[config.mk]
export PLATFORM = sky130hd
export DESIGN_NAME = memory_moving_inversion_tester_unit
export DESIGN_NICKNAME = d
export VERILOG_FILES = /design/src/hw/rtl/mmit_pkg.sv /design/src/hw/rtl/memory_moving_inversion_tester_unit.sv
export VERILOG_INCLUDE_DIRS = /design/src /design/src/hw/rtl
export SDC_FILE = /design/constraint.sdc
export NUM_CORES = 1
export LEC_CHECK = 0
export BUFFER_PORTS_ARGS = -buffer_cell sky130_fd_sc_hd__clkbuf_2
export CAP_MARGIN = 20
export CORE_UTILIZATION = 28
export DETAILED_ROUTE_END_ITERATION = 10
export SKIP_CTS_REPAIR_TIMING = 1
export SYNTH_ARGS = -nofsm -noshare
export SYNTH_HDL_FRONTEND = slang
export SYNTH_SLANG_ARGS = --single-unit
[constraint.sdc]
create_clock -name clk -period 23.7 [get_ports clk]
set_input_delay 2.37 -clock clk [delete_from_list [all_inputs] [get_ports clk]]
set_output_delay 2.37 -clock clk [all_outputs]
set_load 0.01 [all_outputs]
[src/hw/rtl/memory_moving_inversion_tester_unit_defines.svh]
// Assertion macros for the moving-inversion memory tester.
// Included by the RTL files that carry assertions; no other dependencies.
`ifndef MEMORY_MOVING_INVERSION_TESTER_UNIT_DEFINES_SVH
`define MEMORY_MOVING_INVERSION_TESTER_UNIT_DEFINES_SVH
`ifndef SYNTHESIS
// same-cycle implication, checked out of reset
`define MMIT_ASSERT_IMPLY(label, clk, rst_n, ante, cons, msg) \
  label: assert property (@(posedge clk) disable iff (!rst_n) (ante) |-> (cons)) \
    else $error(msg);
// next-cycle implication, checked out of reset
`define MMIT_ASSERT_NEXT(label, clk, rst_n, ante, cons, msg) \
  label: assert property (@(posedge clk) disable iff (!rst_n) (ante) |=> (cons)) \
    else $error(msg);
`else
`define MMIT_ASSERT_IMPLY(label, clk, rst_n, ante, cons, msg)
`define MMIT_ASSERT_NEXT(label, clk, rst_n, ante, cons, msg)
`endif
`endif

[src/hw/rtl/mmit_pkg.sv]
// Shared types and constants of the moving-inversion memory tester.
// No dependencies.
`default_nettype none

package mmit_pkg;

  // sequencer phase
  typedef enum logic [2:0] {
    PH_IDLE,
    PH_FILL,
    PH_INVERT,
    PH_CHECK,
    PH_PASSED,
    PH_FAILED,
    PH_INVALID
  } phase_t;

  // memory command code
  typedef enum logic [1:0] {
    OP_NONE  = 2'd0,
    OP_READ  = 2'd1,
    OP_WRITE = 2'd2
  } mem_op_t;

  // reported status
  typedef enum logic [2:0] {
    ST_RUNNING  = 3'd0,
    ST_PASSED   = 3'd1,
    ST_MISMATCH = 3'd2,
    ST_INVALID  = 3'd3,
    ST_IDLE     = 3'd4
  } status_t;

  // request action codes
  localparam logic ACT_START = 1'b0;
  localparam logic ACT_STEP  = 1'b1;

  // configuration register indexes
  localparam int CFG_IDX_W = 1;
  localparam logic [CFG_IDX_W-1:0] CFG_REGION_START = 1'b0;
  localparam logic [CFG_IDX_W-1:0] CFG_REGION_END   = 1'b1;

  // port widths fixed by the interface
  localparam int REG_W = 32;
  localparam int OUT_W = 32;

  // status shown for a phase
  function automatic status_t phase_status(input phase_t ph);
    status_t st;
    unique case (ph)
      PH_FILL, PH_INVERT, PH_CHECK: st = ST_RUNNING;
      PH_PASSED:                    st = ST_PASSED;
      PH_FAILED:                    st = ST_MISMATCH;
      PH_INVALID:                   st = ST_INVALID;
      default:                      st = ST_IDLE;
    endcase
    return st;
  endfunction

endpackage

`default_nettype wire

[src/hw/rtl/memory_moving_inversion_tester_unit.sv]
// Moving-inversion memory self-test sequencer, top level.
// Depends on mmit_pkg and memory_moving_inversion_tester_unit_defines.svh.
//
// Usage:
//   cfg_*  : write region_start (index 0) and region_end (index 1) while idle.
//            Alignment to whole words is done when the register is written.
//   in_*   : one request per step. in_action = start restarts the test and
//            already issues the first write for a valid region; in_action = step
//            advances it and carries in_read_data for the read of the previous step.
//   out_*  : one result per request: memory command, address, write data,
//            status and, after a mismatch, the failure report.
// Result: a result appears in the output register in the cycle after its
// request is accepted.
// Throughput: one request per cycle while the result register does not stall;
// the step logic is combinational between the state and result registers.
// Reset: rst_n (synchronous, active low) clears the configuration and state
// registers to zero, the phase to idle and empties the result register.
// Stall: while out_valid is high and out_ready low the result holds and
// in_ready drops; a request is taken in the same cycle the result leaves.
`default_nettype none
`include "memory_moving_inversion_tester_unit_defines.svh"

module memory_moving_inversion_tester_unit import mmit_pkg::*; #(
  parameter int WORD_BYTES = 4,
  parameter int ADDR_BITS  = 32
) (
  input  logic                 clk,
  input  logic                 rst_n,
  // configuration
  input  logic                 cfg_we,
  input  logic [CFG_IDX_W-1:0] cfg_index,
  input  logic [REG_W-1:0]     cfg_wdata,
  // requests
  input  logic                 in_valid,
  output logic                 in_ready,
  input  logic                 in_action,
  input  logic [REG_W-1:0]     in_read_data,
  // results
  output logic                 out_valid,
  input  logic                 out_ready,
  output logic [1:0]           out_mem_op,
  output logic [OUT_W-1:0]     out_mem_address,
  output logic [OUT_W-1:0]     out_write_data,
  output logic [2:0]           out_status,
  output logic [OUT_W-1:0]     out_fail_pattern,
  output logic [OUT_W-1:0]     out_fail_data
);

  localparam int DATA_W = WORD_BYTES * 8;
  localparam int WIDE_W = 65;
  localparam logic [ADDR_BITS-1:0] WB_A = ADDR_BITS'(WORD_BYTES);

  // 2^i mod WORD_BYTES, constant argument only
  function automatic logic [2:0] pow2_mod(input int i);
    int r;
    r = 1 % WORD_BYTES;
    for (int k = 0; k < i; k++) r = (r * 2) % WORD_BYTES;
    return 3'(r);
  endfunction

  // address mod WORD_BYTES: fold bit residues twice, then restore
  function automatic logic [2:0] addr_rem(input logic [ADDR_BITS-1:0] v);
    logic [9:0] acc1;
    logic [6:0] acc2;
    logic [9:0] r;
    acc1 = '0;
    for (int i = 0; i < ADDR_BITS; i++) begin
      if (v[i]) acc1 = acc1 + 10'(pow2_mod(i));
    end
    acc2 = '0;
    for (int j = 0; j < 10; j++) begin
      if (acc1[j]) acc2 = acc2 + 7'(pow2_mod(j));
    end
    r = 10'(acc2);
    for (int k = 6; k >= 0; k--) begin
      if (r >= (10'(WORD_BYTES) << k)) r = r - (10'(WORD_BYTES) << k);
    end
    return r[2:0];
  endfunction

  // configuration: aligned region bounds
  logic [ADDR_BITS-1:0] start_al_r, end_al_r;
  logic [WIDE_W-1:0]    cfg_wide;
  logic [ADDR_BITS-1:0] cfg_addr;
  logic [2:0]           cfg_rem;
  logic [ADDR_BITS-1:0] cfg_up, cfg_down;

  assign cfg_wide = WIDE_W'(cfg_wdata);
  assign cfg_addr = cfg_wide[ADDR_BITS-1:0];
  assign cfg_rem  = addr_rem(cfg_addr);
  assign cfg_up   = (cfg_rem == 3'd0) ? cfg_addr
                                      : cfg_addr + (WB_A - ADDR_BITS'(cfg_rem));
  assign cfg_down = cfg_addr - ADDR_BITS'(cfg_rem);

  always_ff @(posedge clk) begin
    if (!rst_n) begin
      start_al_r <= '0;
      end_al_r   <= '0;
    end else if (cfg_we) begin
      unique case (cfg_index)
        CFG_REGION_START: start_al_r <= cfg_up;
        CFG_REGION_END:   end_al_r   <= cfg_down;
        default: ;
      endcase
    end
  end

  // sequencer state
  phase_t               phase_r, phase_nxt;
  logic [ADDR_BITS-1:0] idx_r, idx_nxt;
  logic [ADDR_BITS-1:0] off_r, off_nxt;
  logic                 pend_r, pend_nxt;
  logic [ADDR_BITS-1:0] base_r, base_nxt;
  logic [ADDR_BITS-1:0] span_r, span_nxt;
  logic [DATA_W-1:0]    fail_exp_r, fail_exp_nxt;
  logic [REG_W-1:0]     fail_act_r, fail_act_nxt;
  logic [ADDR_BITS-1:0] fail_addr_r, fail_addr_nxt;

  logic in_acc;
  assign in_acc = in_valid && in_ready;

  // step operands: the registered state, or the state as seen after a start request
  logic                 start, region_ok;
  phase_t               eff_phase;
  logic [ADDR_BITS-1:0] eff_idx, eff_off, eff_base, eff_span;
  logic                 eff_pend;
  logic [ADDR_BITS-1:0] cur_addr, off_inc, idx_inc;
  logic                 last;
  logic [WIDE_W-1:0]    pat_wide, rd_wide;
  logic [DATA_W-1:0]    pat, expect_val, got;
  logic                 match;

  always_comb begin
    start     = (in_action == ACT_START);
    region_ok = end_al_r > start_al_r;
    if (start) begin
      eff_phase = region_ok ? PH_FILL : PH_INVALID;
      eff_idx   = '0;
      eff_off   = '0;
      eff_pend  = 1'b0;
      eff_base  = region_ok ? start_al_r : base_r;
      eff_span  = region_ok ? (end_al_r - start_al_r) : '0;
    end else begin
      eff_phase = phase_r;
      eff_idx   = idx_r;
      eff_off   = off_r;
      eff_pend  = pend_r;
      eff_base  = base_r;
      eff_span  = span_r;
    end
    cur_addr   = eff_base + eff_off;
    off_inc    = eff_off + WB_A;
    idx_inc    = eff_idx + ADDR_BITS'(1);
    last       = off_inc >= eff_span;
    pat_wide   = WIDE_W'(eff_idx) + WIDE_W'(1);
    pat        = pat_wide[DATA_W-1:0];
    expect_val = (eff_phase == PH_INVERT) ? pat : ~pat;
    rd_wide    = WIDE_W'(in_read_data);
    got        = rd_wide[DATA_W-1:0];
    match      = (got == expect_val);
  end

  // next state
  always_comb begin
    phase_nxt     = eff_phase;
    idx_nxt       = eff_idx;
    off_nxt       = eff_off;
    pend_nxt      = eff_pend;
    base_nxt      = eff_base;
    span_nxt      = eff_span;
    fail_exp_nxt  = start ? '0 : fail_exp_r;
    fail_act_nxt  = start ? '0 : fail_act_r;
    fail_addr_nxt = start ? '0 : fail_addr_r;
    unique case (eff_phase) inside
      PH_FILL: begin
        idx_nxt = idx_inc;
        off_nxt = off_inc;
        if (last) begin
          idx_nxt   = '0;
          off_nxt   = '0;
          phase_nxt = PH_INVERT;
        end
      end
      PH_INVERT, PH_CHECK: begin
        if (!eff_pend) begin
          pend_nxt = 1'b1;
        end else begin
          pend_nxt = 1'b0;
          if (!match) begin
            phase_nxt     = PH_FAILED;
            fail_exp_nxt  = expect_val;
            fail_act_nxt  = in_read_data;
            fail_addr_nxt = cur_addr;
          end else begin
            idx_nxt = idx_inc;
            off_nxt = off_inc;
            if (last) begin
              idx_nxt   = '0;
              off_nxt   = '0;
              phase_nxt = (eff_phase == PH_INVERT) ? PH_CHECK : PH_PASSED;
            end
          end
        end
      end
      default: ;
    endcase
  end

  // result fields
  mem_op_t              res_op;
  logic [ADDR_BITS-1:0] res_addr_a;
  logic [DATA_W-1:0]    res_wdata_d, res_exp_d;
  logic [WIDE_W-1:0]    addr_wide, wdata_wide, exp_wide;
  logic [OUT_W-1:0]     res_addr, res_wdata, res_exp, res_act;
  status_t              res_status;

  always_comb begin
    res_op      = OP_NONE;
    res_addr_a  = '0;
    res_wdata_d = '0;
    unique case (eff_phase) inside
      PH_FILL: begin
        res_op      = OP_WRITE;
        res_addr_a  = cur_addr;
        res_wdata_d = pat;
      end
      PH_INVERT, PH_CHECK: begin
        if (!eff_pend) begin
          res_op     = OP_READ;
          res_addr_a = cur_addr;
        end else if (match) begin
          res_op      = OP_WRITE;
          res_addr_a  = cur_addr;
          res_wdata_d = (eff_phase == PH_INVERT) ? ~pat : '0;
        end
      end
      default: ;
    endcase
    if (phase_nxt == PH_FAILED) res_addr_a = fail_addr_nxt;
    res_exp_d  = (phase_nxt == PH_FAILED) ? fail_exp_nxt : '0;
    res_act    = (phase_nxt == PH_FAILED) ? fail_act_nxt : '0;
    res_status = phase_status(phase_nxt);
    addr_wide  = WIDE_W'(res_addr_a);
    wdata_wide = WIDE_W'(res_wdata_d);
    exp_wide   = WIDE_W'(res_exp_d);
    res_addr   = addr_wide[OUT_W-1:0];
    res_wdata  = wdata_wide[OUT_W-1:0];
    res_exp    = exp_wide[OUT_W-1:0];
  end

  // control state
  always_ff @(posedge clk) begin
    if (!rst_n) begin
      phase_r <= PH_IDLE;
      pend_r  <= 1'b0;
      idx_r   <= '0;
      off_r   <= '0;
    end else if (in_acc) begin
      phase_r <= phase_nxt;
      pend_r  <= pend_nxt;
      idx_r   <= idx_nxt;
      off_r   <= off_nxt;
    end
  end

  // region and failure report
  always_ff @(posedge clk) begin
    if (!rst_n) begin
      base_r      <= '0;
      span_r      <= '0;
      fail_exp_r  <= '0;
      fail_act_r  <= '0;
      fail_addr_r <= '0;
    end else if (in_acc) begin
      base_r      <= base_nxt;
      span_r      <= span_nxt;
      fail_exp_r  <= fail_exp_nxt;
      fail_act_r  <= fail_act_nxt;
      fail_addr_r <= fail_addr_nxt;
    end
  end

  // result register
  logic             out_valid_r;
  mem_op_t          out_mem_op_r;
  logic [OUT_W-1:0] out_mem_address_r, out_write_data_r;
  logic [OUT_W-1:0] out_fail_pattern_r, out_fail_data_r;
  status_t          out_status_r;

  assign in_ready = !out_valid_r || out_ready;

  always_ff @(posedge clk) begin
    if (!rst_n) begin
      out_valid_r <= 1'b0;
    end else if (in_acc) begin
      out_valid_r <= 1'b1;
    end else if (out_ready) begin
      out_valid_r <= 1'b0;
    end
  end

  always_ff @(posedge clk) begin
    if (in_acc) begin
      out_mem_op_r       <= res_op;
      out_mem_address_r  <= res_addr;
      out_write_data_r   <= res_wdata;
      out_status_r       <= res_status;
      out_fail_pattern_r <= res_exp;
      out_fail_data_r    <= res_act;
    end
  end

  assign out_valid        = out_valid_r;
  assign out_mem_op       = out_mem_op_r;
  assign out_mem_address  = out_mem_address_r;
  assign out_write_data   = out_write_data_r;
  assign out_status       = out_status_r;
  assign out_fail_pattern = out_fail_pattern_r;
  assign out_fail_data    = out_fail_data_r;

  // checks
  `MMIT_ASSERT_IMPLY(a_pend_in_read_pass, clk, rst_n, pend_r,
    (phase_r == PH_INVERT || phase_r == PH_CHECK), "read pending outside a read pass")
  `MMIT_ASSERT_IMPLY(a_off_in_span, clk, rst_n,
    (phase_r == PH_FILL || phase_r == PH_INVERT || phase_r == PH_CHECK),
    (off_r < span_r), "word offset beyond region")
  `MMIT_ASSERT_IMPLY(a_fail_no_op, clk, rst_n,
    (out_valid_r && out_status_r == ST_MISMATCH), (out_mem_op_r == OP_NONE),
    "memory command issued with mismatch status")
  `MMIT_ASSERT_NEXT(a_read_issued, clk, rst_n,
    (in_acc && in_action == ACT_STEP && !pend_r &&
     (phase_r == PH_INVERT || phase_r == PH_CHECK)),
    (out_mem_op_r == OP_READ), "read pass step without a read command")

endmodule

`default_nettype wire
After elaboration in Yosys (flattened, before gate mapping)
Index checks and enable logic that the tools add are counted.
- eq/ne operators: 10
- order comparisons: 7
- bitwise logic cells: 2
- reductions and logical operators: 9
- $add $sub $neg: 15
- multiplexer cells: 62
- operators with widths (operator ; count):
    $mux 32 ; 32
    $pmux 32 s2 ; 4
    $add 32x1->32 const B ; 2
    $add 32x32->32 ; 2
    $mux 10 ; 4
    $add 32x3->32 const B ; 1
    $eq 32x32->1 ; 1
    $ge 32x32->1 ; 1
    $gt 32x32->1 ; 1
    $not 32->32 ; 1
    $sub 32x3->32 ; 1
    $sub 32x32->32 ; 1
    $mux 3 ; 8
    $eq 3x2->1 const B ; 4
    $pmux 3 s4 ; 1
    $ge 10x3->1 const B ; 1
    $ge 10x4->1 const B ; 1
    $ge 10x5->1 const B ; 1
    $ge 10x6->1 const B ; 1
    $sub 10x4->10 const B ; 1
    $sub 10x5->10 const B ; 1
    $sub 10x6->10 const B ; 1
    $eq 3x3->1 const B ; 3
    $sub 7x7->8 const B ; 1
    20 further kinds ; 30
- bits in registers: 426
- input port bits: 71
- output and inout port bits: 135

Depth between registers and ports, before layout
Gate-level depths: netlist of run 1.
- word-level depth: 19
- depth in mapped cells: 32
- gate-level depth less buffers: 22

Worst setup path before layout of run 1
OpenSTA, ideal clock, no wires.
- path kind: input to register
- from: input port in_action
- to: register out_mem_address_r[25] (netlist: out_mem_address[25]), data pin
- arrival: 8.988 ns
- library setup time: 0.256 ns
- stages: 31
- path slack: 14.456 ns
- data required time: 23.444 ns
- cell sequence: buf_4 -> buf_2 -> clkbuf_1 -> buf_1 -> clkbuf_1 -> clkbuf_1 -> buf_1 -> buf_1 -> nand2_1 -> inv_1 -> ha_1 -> nand4_1 -> or4_1 -> buf_2 -> nor4_4 -> and3_4 -> nand3_4 -> nor4_1 -> xor2_1 -> and2_1 -> ha_1 -> a21o_1 -> a21oi_1 -> o21ai_0 -> a21o_1 -> buf_2 -> mux2_4 -> a311oi_4 -> nor4_2 -> buf_2 -> a22o_1
- cells in the longest elaborated chain, start to end: 10
- elaborated cells between the ends (all ways): 32
- RTL lines (element ; line ; source):
    start, declared ; memory_moving_inversion_tester_unit.sv:36 ; input logic in_action,
    branches (longest 9 deep; another with $add 32x3->32) ; - ;
    $mux 32 * ; memory_moving_inversion_tester_unit.sv:239 ; if (phase_nxt == PH_FAILED) res_addr_a = fail_addr_nxt;
    named net res_addr[25] ; memory_moving_inversion_tester_unit.sv:214 ; logic [OUT_W-1:0] res_addr, res_wdata, res_exp, res_act;
    end signal, assigned ; memory_moving_inversion_tester_unit.sv:305 ; out_mem_address_r <= res_addr;
    end, declared ; memory_moving_inversion_tester_unit.sv:286 ; logic [OUT_W-1:0] out_mem_address_r, out_write_data_r;
Mark *: on every way through the listed nets, which the timed path passes.
A chain may end at the register's enable or synchronous reset.

Final worst setup path of run 1
- from: input port in_action
- to: register out_fail_data_r[26] (netlist: out_fail_data[26]), data pin
- cells in the longest elaborated chain, start to end: 9
- elaborated cells between the ends (all ways): 26
- RTL lines (element ; line ; source):
    branches (longest 9 deep; another with $add 32x3->32) ; - ;
    end signal, assigned ; memory_moving_inversion_tester_unit.sv:309 ; out_fail_data_r <= res_act;
    end, declared ; memory_moving_inversion_tester_unit.sv:287 ; logic [OUT_W-1:0] out_fail_pattern_r, out_fail_data_r;
Parallel ways; which one is timed is not known.

==> reports/results.ini, run 1 <==
[die]
die_w_um=291
rows=105
ios=206
die_h_um=291
die_area_mm2=0.0850
coreArea_mm2=0.0825
initial_utilization_pct=28.4

[drt]
drt-initial-drc-count=1757
routedWlPerCell_um=18.8
ant_nets=0
drt_wl_total_um=74400
drcViolationCount=0
num_vias=20600
viasPerCell=5.22
first_pass_iters=6

[sta]
drv_slew=0
slew_headroom_pct=19.5
period_needed_ns=9.27
period_share_pct=39.1
setup_viol=0
hold_violations=0
tightest_slew_ns=1.21
rsz0062_at_grt=no
fin_skew_ns=0.0349
setup_tns_ns=0
fmax_mhz=108

[placement]
io_buffers=205
dpl_cell_area_mm2=0.0255
gp_congestion=0.863
dp_hpwl_um=51600

[synth]
synth_area_per_cell_um2=8.57
yosysTopAreaCell=dfxtp_1
synth_ff_type=dfxtp_1
synth_seq_area_share_pct=41.8
synthesis.area_mm2=0.0235
synth-seq-cells=424
netlist_top_cells_count=327 x nor2_1, 315 x nand2_1, 291 x dfxtp_1
synth_edf_count=133
ys.warnings.count=0
synth_fp_nets=2942
yosys-top-cells-area=dfxtp_1 25%, edfxtp_1 17%, ha_1 7.1%, nor2_1 5.2%, nand2_1 5.0%
synth_cells=2737
async_reset_ff_share_pct=0
yosysTopAreaCellShare_pct=24.8
yosysMostFrequentCell=nor2_1
synth.distinct_cells=80

[cts]
clockBufferDepth=3
clock-sinks=424
ctsRootBufferMaster=clkbuf_16
cts_max_level=2
cts_tree=yes
cts_buffers=49
clk_pin_slew_worst_paths_ns=0.06
worstSkewPairLatency_ns=0.61

[pwr]
powerDensity_mw_per_mm2=69.5
p_leak_nw=10.2
vdd_drop_max_mv=0.0499

[setup_path]
critPathLaunchType=input pin
cpMaxStageDelayCell=nand3_1
crit_top_cell=nand3_1
cp_cell_sequence=buf_6 > and2_1 > ha_1 > nand3_1 > nor3_1 > nand2_1 > nor3_1 > and4_1 > nand3_1 > xnor2_1 > nand2_1 > ha_1 > xnor2_1 > nand4_1 > nor4_1 > nand3_1 > nand2_1 > nand3_1 > a311oi_4 > or3_2 > buf_4 > a21oi_1
critPathMaxStageDelay_ns=0.80
cp.required_ns=23.99
crit_buf_inv=2
crit_fanout=64
critical_path.endpoint_type=flop
worstSetupPathType=input pin to flop
critPathTopFamily=simple AND/OR/NAND/NOR gates
cp.arrival_ns=9.56

[cells_and_area]
fillers=8633
drive_above_1_share_pct=12.2
nets=3045
multi_input_area_mm2=0.0127
final_area_mm2=0.0271
areaGrowthSynthToFinish_pct=15.6
regArea_mm2=0.00982

[run_status]
status=finished, final reports clean

[global_route]
grt_overflow=0
grt_usage_pct=16.9
grt_max_degree=121
antenna_found_initial=2
grt_pass1_vias=19000
grt_pass1_wl_um=115000

[flow_run]
drv_cap=0

[worst_hold_path]
hold_class=flop to flop

## placed cells by master (no fill, tap or decap), types with 33 or more instances in the layout
cell	n
dfxtp_1	291
nor3_1	61
nor2_1	325
a22o_1	36
clkbuf_16	50
edfxtp_1	133
o21ai_0	128
nand3_1	119
nand4_1	33
nand2_1	311
xnor2_1	121
a21o_1	43
a211oi_1	62
clkbuf_2	204
a22oi_1	150
and2_1	36
ha_1	133
a21oi_1	203
xor2_1	56
inv_1	86
## logic make-up (layout without fill, tap and decap cells)
group | count (synthesis) | in the layout | share of synthesized area [%]
XOR/XNOR | 177 | 177 | 6.61
flip-flops | 424 | 424 | 41.8
AND/OR/NAND/NOR | 993 | 993 | 19.1
adder cells (fa/ha/maj) | 134 | 134 | 7.18
multiplexers | 4 | 4 | 0.197
AO/OA/AOI/OAI | 738 | 738 | 20.7
buffers and inverters | 267 | 410 | 4.43
other | 0 | 2 | 0
## where the power goes
group          total, mW  switching, mW  leakage [nW]  internal, mW
sequential         0.796         0.0177          3.71         0.779
clock              0.773          0.326         0.803         0.448
combinational      0.315          0.213          5.73         0.102
total               1.88          0.556          10.2          1.33
## final cells by class
type | instances | share of cell area [%]
antenna | 2 | 0.0185
clock buffer | 73 | 5.34
clock inverter | 18 | 0.683
inverter | 88 | 1.27
multi-input combinational | 2046 | 46.8
sequential | 424 | 36.2
tap | 1070 | 4.94
timing repair buffer | 231 | 4.70
## sequential cells by signal, indices dropped and copies added (netlist names)
register and cells:
out_status 3, fail_addr_r 32, out_fail_pattern 32, phase_r 3, out_mem_address 32, start_al_r 32, fail_act_r 32, out_mem_op 2
out_valid 1, pend_r 1, base_r 32, out_fail_data 32, span_r 32, fail_exp_r 32, off_r 32, end_al_r 30
out_write_data 32, idx_r 32
## stage by stage
stage                     total power, mW  util (%)  setup slack [ns]  hold slack, ns  cells
after floorplan                      1.02         -             14.46           0.421   2737
after global placement               1.12      30.8             14.21           0.434   3856
after detailed placement             1.12      30.9             13.94           0.439   3858
after CTS                            1.90      32.8             14.56           0.454   3949
after global routing                 1.96      32.9             13.94           0.476   3951
final                                1.88      32.9             14.43           0.449   3952
## final timing paths
check | depth (start not counted) | startpoint | endpoint | slack [ns]
worst max-delay path | 22 | in_action | out_fail_data[26] | 14.43
worst min-delay path | 1 | off_r[1] | off_r[1] | 0.45
worst max register to register | 21 | start_al_r[7] | out_fail_data[26] | 16.05
worst min register to register | 1 | off_r[1] | off_r[1] | 0.45
## worst reg2reg max path: stages, from the launching register on
cell       delay, ns
dfxtp_1         0.35
inv_1           0.08
ha_1            0.38
and3_1          0.20
nand2_1         0.08
o211ai_1        0.42
o2bb2ai_1       0.30
nor3_1          0.22
nor2_4          0.72
a22oi_1         0.26
ha_1            0.39
and4_1          0.19
a2111oi_0       0.41
o21ai_1         0.17
a211oi_1        0.39
o31ai_1         0.23
a21oi_1         0.72
nor3_1          0.15
o31ai_1         0.64
or3_2           0.23
buf_4           0.62
a21oi_1         0.18
## metal layers
layer / track usage [%] / up-vias / share of wire (%)
met5: 0 / - / 0
met4: 5.25 / 0 / 2.7
met3: 2.58 / 112 / 6.6
met2: 24.9 / 682 / 42
met1: 25.0 / 9793 / 48
li1: - / 10000 / -
Note: power is estimated with default switching activity, not from simulation.
==> run 2: changes to the inputs <==
Clock period 23.7 ns to 9.7 ns, I/O delays scaled along.
==> reports/results.ini, run 2 (synthesis results as in run 1) <==
[run_status]
status=finished, final reports clean

[drt]
drcViolationCount=0
viasPerCell=5.15
first_pass_iters=7
drt_wl_total_um=73000
routedWlPerCell_um=18.4
drt-initial-drc-count=1610
num_vias=20400
ant_nets=0

[setup_path]
critPathLaunchType=input pin
critPathMaxStageDelay_ns=0.70
cp.arrival_ns=7.49
cp.required_ns=10.03
critical_path.endpoint_type=flop
cp_cell_sequence=buf_6 > buf_4 > nand2_1 > nor4_1 > nor4b_2 > nand4_1 > xnor2_1 > ha_1 > xnor2_1 > nand4_1 > nor4_1 > nand2_1 > and2_2 > a221oi_1 > or3_2 > buf_12 > a21oi_1
crit_fanout=68
worstSetupPathType=input pin to flop
cpMaxStageDelayCell=buf_4

[die]
die_h_um=291
ios=206
initial_utilization_pct=28.4
die_area_mm2=0.0850
rows=105
coreArea_mm2=0.0825
die_w_um=291

[global_route]
grt_usage_pct=16.6
grt_use_met1_pct=24.4
grt_max_degree=123
antenna_found_initial=0
grt_use_met3_pct=2.30
busiest_layer=met2
grt_pass1_wl_um=112000
grt_overflow=0
grt_pass1_vias=18700
grtUsageMet2_pct=24.7

[flow_run]
drv_cap=0

[cts]
ctsRootBufferMaster=clkbuf_16
clockBufferDepth=3
clock-sinks=424
cts_tree=yes
cts_buffers=49
clk_pin_slew_worst_paths_ns=0.06
worstSkewPairLatency_ns=0.62
cts_max_level=2

[placement]
dp_hpwl_um=51500
gp_congestion=0.883
placed_cells=3864
io_buffers=205

[sta]
tightest_slew_ns=1.13
setup_tns_ns=0
fin_skew_ns=0.0347
hold_violations=0
fmax_mhz=140
slew_headroom_pct=24.5
period_needed_ns=7.15
rsz0062_at_grt=no
setup_viol=0
period_share_pct=73.8
drv_slew=0

[pwr]
pwr-share-comb_pct=16.6
power_mw=4.67
swShare_pct=29.3
p_leak_nw=10.3
netSwitchingPower_mw=1.37
pwr-share-seq_pct=41.7
powerDensity_mw_per_mm2=171
p_int_mw=3.30
vdd_drop_max_mv=0.126
p_clk_share_pct=41.8

[cells_and_area]
multi_input_area_mm2=0.0127
instances_no_fill=3957
areaGrowthSynthToFinish_pct=16.0
drive_above_1_share_pct=12.5
regArea_mm2=0.00982
final_cell_mix=325 x nor2_1, 311 x nand2_1, 291 x dfxtp_1
nets=3051
diodes=0
fillers=8582
layout_commonest_cell=nor2_1

[worst_hold_path]
hold_class=flop to flop

run 2: cell types whose count changed in the layout (fill, tap and decap cells not counted), moves of 2 or more:
cell,delta
clkinv_16,+2
diode_2,-2
clkbuf_8,-9
clkinvlp_4,+3
buf_4,+6
clkinv_2,+3
inv_16,-2
clkinv_1,+5
clkbuf_1,-7
bufinv_16,+5
run 2: worst paths after layout:
| path | start | to | slack [ns] | depth (start not counted) |
|---|---|---|---|---|
| setup reg to reg | start_al_r[6] | out_fail_data[30] | 2.56 | 22 |
| setup / recovery | in_action | out_fail_data[30] | 2.55 | 17 |
| hold reg to reg | off_r[0] | off_r[0] | 0.46 | 1 |
| hold / removal | off_r[0] | off_r[0] | 0.46 | 1 |
run 2: area by class of cell:
class / instances / share of cell area (%)
flip-flops and latches: 424 / 36.1
repair buffers: 237 / 4.82
clock inverters: 36 / 1.58
well taps: 1070 / 4.92
clock buffers: 56 / 4.68
multi-input cells: 2046 / 46.7
inverters: 88 / 1.27
run 2: stage by stage:
stage / util, % / setup slack, ns / hold slack [ns] / cell area (µm²)
CTS: 33.0 / 2.48 / 0.459 / 27200
floorplan: - / 1.86 / 0.421 / 23500
finish: 33.0 / 2.55 / 0.461 / 27200
global placement: 30.9 / 2.10 / 0.439 / 25500
detailed placement: 30.9 / 1.94 / 0.441 / 25500
global route: 33.0 / 2.07 / 0.479 / 27200
run 2: metal layers:
layer	wire, µm	vias up	part of all wire, %
met1	35700	9659	49
met3	4030	92	5.5
li1	-	10000	-
met2	31400	616	43
met4	1860	0	2.5
met5	0	-	0
run 2: worst max-delay path, delay by kind of cell:
| family | cells | cell delay, ns |
|---|---|---|
| AND/OR/NAND/NOR | 9 | 3.37 |
| AO/OA/AOI/OAI | 2 | 0.74 |
| XOR/XNOR | 2 | 0.61 |
| buffers and inverters | 3 | 1.28 |
| adder cells (fa/ha/maj) | 1 | 0.38 |
run 2: power by group through the flow:
stage               combinational (mW)  sequential [mW]  clock, mW
floorplan                        0.494             1.99          0
global placement                 0.760             1.98          0
detailed placement               0.764             1.98          0
CTS                              0.769             1.95       1.99
global route                     0.846             1.95       2.05
finish                           0.773             1.94       1.95
